--- src/hw/rtl/bfm3_pkg.sv ---
// ----------------------------------------------------------------------------
// Bloom filter package
// Shared constants, command and status structs and a hash helper function.
// ----------------------------------------------------------------------------
package bfm3_pkg;

  localparam int unsigned TABLE_BITS = 65536;
  localparam int unsigned MAX_HASHES = 8;
  localparam int unsigned ADDR_W = (TABLE_BITS > 1) ? $clog2(TABLE_BITS) : 1;
  localparam int unsigned LANE_W = (MAX_HASHES > 1) ? $clog2(MAX_HASHES) : 1;
  localparam int unsigned CNT_W = $clog2(MAX_HASHES + 1);

  localparam logic [31:0] MM_C1 = 32'hcc9e2d51;
  localparam logic [31:0] MM_C2 = 32'h1b873593;
  localparam logic [31:0] MM_N = 32'he6546b64;
  localparam logic [31:0] FM_C1 = 32'h85ebca6b;
  localparam logic [31:0] FM_C2 = 32'hc2b2ae35;

  localparam logic [0:0] CFG_TABLE_SIZE = 1'd0;
  localparam logic [0:0] CFG_HASH_COUNT = 1'd1;
  localparam logic [0:0] REQ_INSERT = 1'b0;
  localparam logic [0:0] REQ_QUERY = 1'b1;

  typedef struct packed {
    logic       absorb;    // Take one key byte into the block.
    logic       fin_start; // Begin finalizing the key.
    logic       clear_key; // Return hashing state to reset.
    logic       clr_start; // Begin store clearing.
    logic       probe_wr;  // Set the probed bit.
  } bfm3_cmd_t;

  typedef struct packed {
    logic       div_done;
    logic       clr_done;
    logic       bit_val;
  } bfm3_sts_t;

  function automatic logic [31:0] rotl32(input logic [31:0] x, input int r);
    rotl32 = (x << r) | (x >> (32 - r));
  endfunction

endpackage

--- src/hw/rtl/bfm3_ctrl.sv ---
// ----------------------------------------------------------------------------
// Bloom filter controller
// Sequences byte absorption, per-lane finalize and probes, and the result.
// ----------------------------------------------------------------------------
module bfm3_ctrl (
  input  logic                 clk,
  input  logic                 rst_n,
  input  logic                 in_valid,
  output logic                 in_stall,
  input  logic                 in_req_type,
  input  logic                 in_has_byte,
  input  logic                 in_last,
  output logic                 out_valid,
  input  logic                 out_stall,
  output logic                 out_present,
  input  logic [3:0]           hash_count,
  output bfm3_pkg::bfm3_cmd_t  cmd,
  input  bfm3_pkg::bfm3_sts_t  sts,
  output logic [bfm3_pkg::LANE_W-1:0] lane
);
  import bfm3_pkg::*;

  typedef enum logic [2:0] {
    S_CLEAR, S_IDLE, S_MIX, S_FIN, S_PROBE, S_CHECK, S_DONE
  } state_t;

  state_t state_r, state_nxt;
  logic [1:0]       mix_r, mix_nxt;
  logic [CNT_W-1:0] cnt_r, cnt_nxt, n_r, n_nxt;
  logic             req_r, req_nxt, all_r, all_nxt;
  logic             ov_r, ov_nxt, op_r, op_nxt;
  logic             acc;
  logic             in_last_r;

  assign acc = in_valid && !in_stall;
  assign in_stall = (state_r != S_IDLE) || (ov_r && out_stall);
  assign lane = cnt_nxt[LANE_W-1:0];

  always_comb begin
    state_nxt = state_r;
    mix_nxt = mix_r;
    cnt_nxt = cnt_r;
    n_nxt = n_r;
    req_nxt = req_r;
    all_nxt = all_r;
    ov_nxt = ov_r;
    op_nxt = op_r;
    cmd = '0;
    if (ov_r && !out_stall) begin
      ov_nxt = 1'b0;
    end
    case (state_r)
      S_CLEAR: begin
        if (sts.clr_done) begin
          state_nxt = S_IDLE;
        end
      end
      S_IDLE: begin
        if (acc) begin
          cmd.absorb = in_has_byte;
          req_nxt = in_req_type;
          mix_nxt = 2'd0;
          state_nxt = S_MIX;
        end
      end
      S_MIX: begin
        mix_nxt = mix_r + 2'd1;
        if (mix_r == 2'd2) begin
          if (!in_last_r) begin
            state_nxt = S_IDLE;
          end else begin
            cnt_nxt = '0;
            n_nxt = (hash_count > 4'(MAX_HASHES)) ? CNT_W'(MAX_HASHES) : CNT_W'(hash_count);
            all_nxt = 1'b1;
            if (hash_count == 4'd0) begin
              state_nxt = S_DONE;
            end else begin
              cmd.fin_start = 1'b1;
              state_nxt = S_FIN;
            end
          end
        end
      end
      S_FIN: begin
        if (sts.div_done) begin
          if (req_r == REQ_INSERT) begin
            cmd.probe_wr = 1'b1;
            state_nxt = S_CHECK;
          end else begin
            state_nxt = S_PROBE;
          end
        end
      end
      S_PROBE: begin
        state_nxt = S_CHECK;
      end
      S_CHECK: begin
        if (req_r == REQ_QUERY && !sts.bit_val) begin
          all_nxt = 1'b0;
        end
        cnt_nxt = cnt_r + 1'b1;
        if (cnt_r + 1'b1 == n_r) begin
          state_nxt = S_DONE;
        end else begin
          cmd.fin_start = 1'b1;
          state_nxt = S_FIN;
        end
      end
      S_DONE: begin
        if (req_r == REQ_QUERY) begin
          if (!ov_nxt) begin
            ov_nxt = 1'b1;
            op_nxt = all_r;
            cmd.clear_key = 1'b1;
            state_nxt = S_IDLE;
          end
        end else begin
          cmd.clear_key = 1'b1;
          state_nxt = S_IDLE;
        end
      end
      default: state_nxt = S_IDLE;
    endcase
  end

  always_ff @(posedge clk) begin
    if (!rst_n) begin
      state_r <= S_CLEAR;
      ov_r <= 1'b0;
    end else begin
      state_r <= state_nxt;
      ov_r <= ov_nxt;
    end
    mix_r <= mix_nxt;
    cnt_r <= cnt_nxt;
    n_r <= n_nxt;
    req_r <= req_nxt;
    all_r <= all_nxt;
    op_r <= op_nxt;
    if (acc) begin
      in_last_r <= in_last;
    end
  end

  assign out_valid = ov_r;
  assign out_present = op_r;

`ifndef SYNTHESIS
  a_no_accept_busy: assert property (@(posedge clk) disable iff (!rst_n)
    (state_r != S_IDLE) |-> in_stall)
    else $error("input taken while busy");
  a_probe_count: assert property (@(posedge clk) disable iff (!rst_n)
    (state_r == S_CHECK) |-> (cnt_r < n_r))
    else $error("probe count overrun");
  a_out_hold: assert property (@(posedge clk) disable iff (!rst_n)
    (out_valid && out_stall) |=> (out_valid && $stable(out_present)))
    else $error("stalled beat changed");
`endif
endmodule

--- config.mk ---
export PLATFORM = sky130hd
export DESIGN_NAME = bfm3_ctrl
export DESIGN_NICKNAME = d
export VERILOG_FILES = /design/src/hw/rtl/bfm3_pkg.sv /design/src/hw/rtl/bfm3_ctrl.sv
export SDC_FILE = /design/constraint.sdc
export NUM_CORES = 1
export LEC_CHECK = 0
export ABC_AREA = 1
export BUFFER_PORTS_ARGS = -buffer_cell sky130_fd_sc_hd__buf_4
export CORE_ASPECT_RATIO = 1.1
export CORE_UTILIZATION = 56
export DETAILED_ROUTE_END_ITERATION = 10
export GPL_TIMING_DRIVEN = 1
export PLACE_DENSITY = 0.86
export SLEW_MARGIN = 10
export SYNTH_ARGS = -nofsm -noshare
export SYNTH_HDL_FRONTEND = slang
export SYNTH_SLANG_ARGS = --single-unit
--- constraint.sdc ---
create_clock -name clk -period 3.7 [get_ports clk]
set_input_delay 0.185 -clock clk [delete_from_list [all_inputs] [get_ports clk]]
set_output_delay 0.185 -clock clk [all_outputs]
set_load 0.05 [all_outputs]
* After elaboration in Yosys (flattened, before gate mapping)
Cells that the tools add are included.
Storage, ports and cells: output and inout bits 11, input bits 14, register bits 18
Cells by class: reduce and logical (&&, ||, !) cells 19, muxes and demuxes 36, bitwise gates (word level) 1, equal/unequal tests 16, $lt $le $gt $ge 1, add/sub/neg operators 2
Operators by type and width (number):
- $mux 3 | 9
- $pmux 3 s7 | 1
- $mux 1 | 19
- $ne 2x2->1 const B | 6
- $eq 3x3->1 const B | 3
- $reduce_and 3->1 | 3
- $mux 4 | 2
- $pmux 4 s2 | 1
- $eq 3x2->1 const B | 2
- $reduce_and 5->1 | 1
- $add 4x1->4 const B | 1
- $eq 4x4->1 | 1
- $gt 4x4->1 const B | 1
- $logic_and 1x1->1 | 4
- $logic_not 4->1 | 1
- $pmux 1 s2 | 2
- $pmux 2 s2 | 1
- $reduce_and 2->1 | 2
- $reduce_and 4->1 | 1
- $reduce_bool 2->1 | 2
- $eq 3x1->1 const B | 1
- $logic_not 1->1 | 3
- $logic_not 3->1 | 1
- $ne 3x1->1 const B | 1
- other kinds (6) | 6

* Depth between registers and ports, before layout
word-level depth 6, depth in mapped cells 11

* Least setup slack after synthesis
OpenSTA, ideal clock, no wires.
kind register to output, start register ov_r (netlist: out_valid), end output port cmd[4] (netlist name), setup slack 1607 ps, data arrival time 1908 ps, stages on the path, launching flop included 6, data required time 3515 ps, cell sequence dfxtp_1 > nand2_1 > nand2_1 > nor2_1 > inv_1 > nor2_1
RTL lines:
- start: declaration | RTL line bfm3_ctrl.sv:31 | logic ov_r, ov_nxt, op_r, op_nxt;
- start signal: assignment | RTL line bfm3_ctrl.sv:132 | ov_r <= ov_nxt;
- end: declaration | RTL line bfm3_ctrl.sv:17 | output bfm3_pkg::bfm3_cmd_t cmd,

* Final worst setup path
start register state_r[1], end output port lane[1] (netlist name)
On the way: cells in the longest elaborated chain, start to end 2, elaborated cells on any way between the ends 3, those cells by class 2 x eq/ne; 1 x mux
Ends and longest elaborated chain:
- start: declaration | RTL line bfm3_ctrl.sv:27 | state_t state_r, state_nxt;
- start signal: assignment | RTL line bfm3_ctrl.sv:131 | state_r <= state_nxt;
- $eq 3x3->1 / $eq 3x2->1 (equally long branches) | RTL line bfm3_ctrl.sv:52 | case (state_r)
- $pmux 4 s2 (*) | RTL line bfm3_ctrl.sv:52
- end: declaration | RTL line bfm3_ctrl.sv:19 | output logic [bfm3_pkg::LANE_W-1:0] lane
Mark *: on every way between the ends. The rest lies on a longest branch, timed or not.

==> impl_metrics.toml <==
[sta]
fmax_ghz = 0.4879
fin_skew_ps = 2.191
slew_viol_final = 0
setup-violations-final = 0
finalHoldViolations = 0
finalWorstPathRequiredPeriod_ps = 2050
tns_ps = 0
rsz0062_at_grt = "false"
setup_ws_ps = 1650
period_share = 0.5540

[global_routing]
grt_pass1_wl_mm = 3.125
antenna_found_initial = 0
track_usage = 0.2030
grt_remaining_overflow = 0
grt_pass1_vias = 791
grt_max_degree = 11

[synthesis]
synth_cell_types = 26
synth_area_um2 = 1087
avgSynthCellArea_um2 = 7.499
synthCells = 145
ys_seq_area_frac = 0.4327
yosys.area.top_type = "edfxtp_1"
yosys.area.top_type_share = 0.3038
ys_ff_latch = 18
synthTopCellsByArea = "edfxtp_1, dfxtp_1, nand2_1"
synth_warnings = 0
syn_nets = 161

[clock_network]
htreeDepth = 1
cts_setup_buffers = 0
clkLatencyLatePin_ps = 280
clock_path_buffers = 2
post_cts_resize_count = 0
cts_buffers = 3
cts_sinks = 18
cts_tree = "yes"
clk_pin_slew_ps = 100
holdBufCountCts = 0
cts_root_buf = "clkbuf_4"

[floorplan]
dieArea_um2 = 2122
rows = 16
core_um2 = 1802
ios = 25
die_w_um = 44.01
start_util = 0.6035
dieHeight_um = 48.22

[route]
post_drt_wl_per_cell_um = 11.14
drtAntennaViolNets = 0
dr.pass1.iters = 4
vias = 943
drt-vias-per-instance = 5.097
drtIter0Drc = 18
wirelength_mm = 2.060
drc = 0

[run]
drv_cap = 0

[layout]
syn2layout_area_growth_pct = 17.26
final_util = 0.7076
drive_above_1_share = 0.2395
antenna_cells = 0
nets = 184
design_area_um2 = 1275

[pwr]
share_comb_of_total_power = 0.486
internal_power_w = 0.0004233
seqPwrFrac = 0.388
p_clk_frac = 0.126
switching_share = 0.4625
p_switching_w = 0.0003642
leakage_nw = 0.6309
p_per_area_nw_per_um2 = 617.7
ir_drop_mv = 0.4567
finalPower_w = 0.0007876

[worst_setup_path]
cp.arrival_ps = 1860
path_class = "reg -> out"
worst_setup_path_end_kind = "output pin"
required_ps = 3510
crit_fanout = 6
crit_path_start_kind = "flop"

[min_path]
min_path_type = "in -> reg"

[status]
status = "complete, no violations"

[placed_design]
place_congestion = 0.8278
dp_slack_ps = 1961
dp_hpwl_mm = 1.680
placed_cell_area_um2 = 1249
portBuffers = 23
-- worst max-delay path: stages, from the launching register on --
cell and delay (ps):
dfxtp_1 440, inv_2 80, nor3_2 220, inv_2 120, nor3_4 240, inv_2 120, nand3_1 80, nand2_1 70
buf_4 190
-- cells by family (layout without fill, tap and decap cells) --
group | after synthesis | after routing | synth area share
other | 1 | 1 | 0.003449
buffers and inverters | 35 | 57 | 0.1346
adder cells (fa/ha/maj) | 2 | 2 | 0.02301
flip-flops | 18 | 18 | 0.4327
AO/OA/AOI/OAI | 17 | 17 | 0.09436
AND/OR/NAND/NOR | 72 | 72 | 0.3119
-- layout by cell type (no fill, tap or decap) --
| cell type | netlist | routed |
|---|---|---|
| a21oi_1 | 6 | 6 |
| a21oi_2 | 1 | 1 |
| buf_4 | 4 | 23 |
| clkbuf_4 | 0 | 3 |
| clkinv_1 | 0 | 1 |
| conb_1 | 1 | 1 |
| dfxtp_1 | 7 | 7 |
| edfxtp_1 | 11 | 11 |
| ha_1 | 2 | 2 |
| inv_1 | 27 | 27 |
| inv_2 | 3 | 3 |
| nand2_1 | 28 | 28 |
| nand2_2 | 1 | 1 |
| nand2_4 | 1 | 1 |
| nand3_1 | 11 | 11 |
| nand3_2 | 1 | 1 |
| nand4_1 | 4 | 4 |
| nor2_1 | 19 | 19 |
| nor2_2 | 2 | 2 |
| nor3_1 | 2 | 2 |
| nor3_2 | 1 | 1 |
| nor3_4 | 1 | 1 |
| nor4_1 | 1 | 1 |
| o21ai_0 | 5 | 5 |
| o21ai_1 | 1 | 1 |
| o21ai_2 | 3 | 3 |
| o31ai_1 | 1 | 1 |
-- area by class of cell --
class,count,area [um^2]
fillers,163,526.8
flip-flops and latches,18,470.5
multi-input cells,92,470.5
repair buffers,23,172.7
inverters,30,112.6
clock buffers,3,22.52
well taps,18,22.52
clock inverters,1,3.754
-- flip-flops by register name, indices dropped and copies added, names as in the netlist --
| register | cells |
|---|---|
| mix_r | 2 |
| out_valid | 1 |
| cnt_r | 4 |
| all_r | 1 |
| out_present | 1 |
| n_r | 4 |
| req_r | 1 |
| in_last_r | 1 |
| state_r | 3 |
-- power groups by stage --
stage | logic (W) | clock network [W] | registers (W)
2_1_floorplan | 0.000317 | 0 | 0.000300
3_3_place_gp | 0.000372 | 0 | 0.000305
3_5_place_dp | 0.000381 | 0 | 0.000310
4_1_cts | 0.000382 | 0.000102 | 0.000305
5_1_grt | 0.000425 | 0.000110 | 0.000313
6_report | 0.000382 | 0.0000995 | 0.000306
-- path summary, 6_finish.rpt --
| kind | from | end | slack, ps | cells after the start |
|---|---|---|---|---|
| setup / recovery | state_r[1]$_SDFFE_PN0P_ | lane[1] | 1650 | 8 |
| hold / removal | in_req_type | req_r$_DFFE_PP_ | 70 | 1 |
| setup reg to reg | state_r[1]$_SDFFE_PN0P_ | all_r$_DFFE_PP_ | 2060 | 6 |
| hold reg to reg | all_r$_DFFE_PP_ | out_present$_DFFE_PP_ | 440 | 0 |
-- layer usage --
metal  vias to the layer above  track usage  share of wire
met5                         -            0              0
met4                         0      0.05455          0.010
met3                         2      0.04444          0.028
met2                        14       0.3882           0.54
met1                       423       0.2320           0.42
li1                        504            -              -
-- per-stage QoR --
stage                     hold WS (ps)  std cells
after CTS                        62.78        185
after global placement           363.6        181
after detailed placement         364.5        181
final                            66.96        185
after floorplan                  283.9        145
after global routing             55.71        185
-- cell usage after synthesis --
library cell / instances
dfxtp_1: 7
nor2_1: 19
conb_1: 1
buf_4: 4
nor4_1: 1
edfxtp_1: 11
a21oi_1: 6
nand3_2: 1
nand3_1: 11
ha_1: 2
inv_2: 3
inv_1: 27
nor3_2: 1
a21oi_2: 1
nand2_2: 1
o21ai_2: 3
nor3_1: 2
o21ai_0: 5
o31ai_1: 1
nand4_1: 4
nor2_2: 2
nor3_4: 1
nand2_1: 28
nand2_4: 1
o21ai_1: 1
clkbuf_1: 1
No activity file was read; power rests on OpenSTA's default activity.
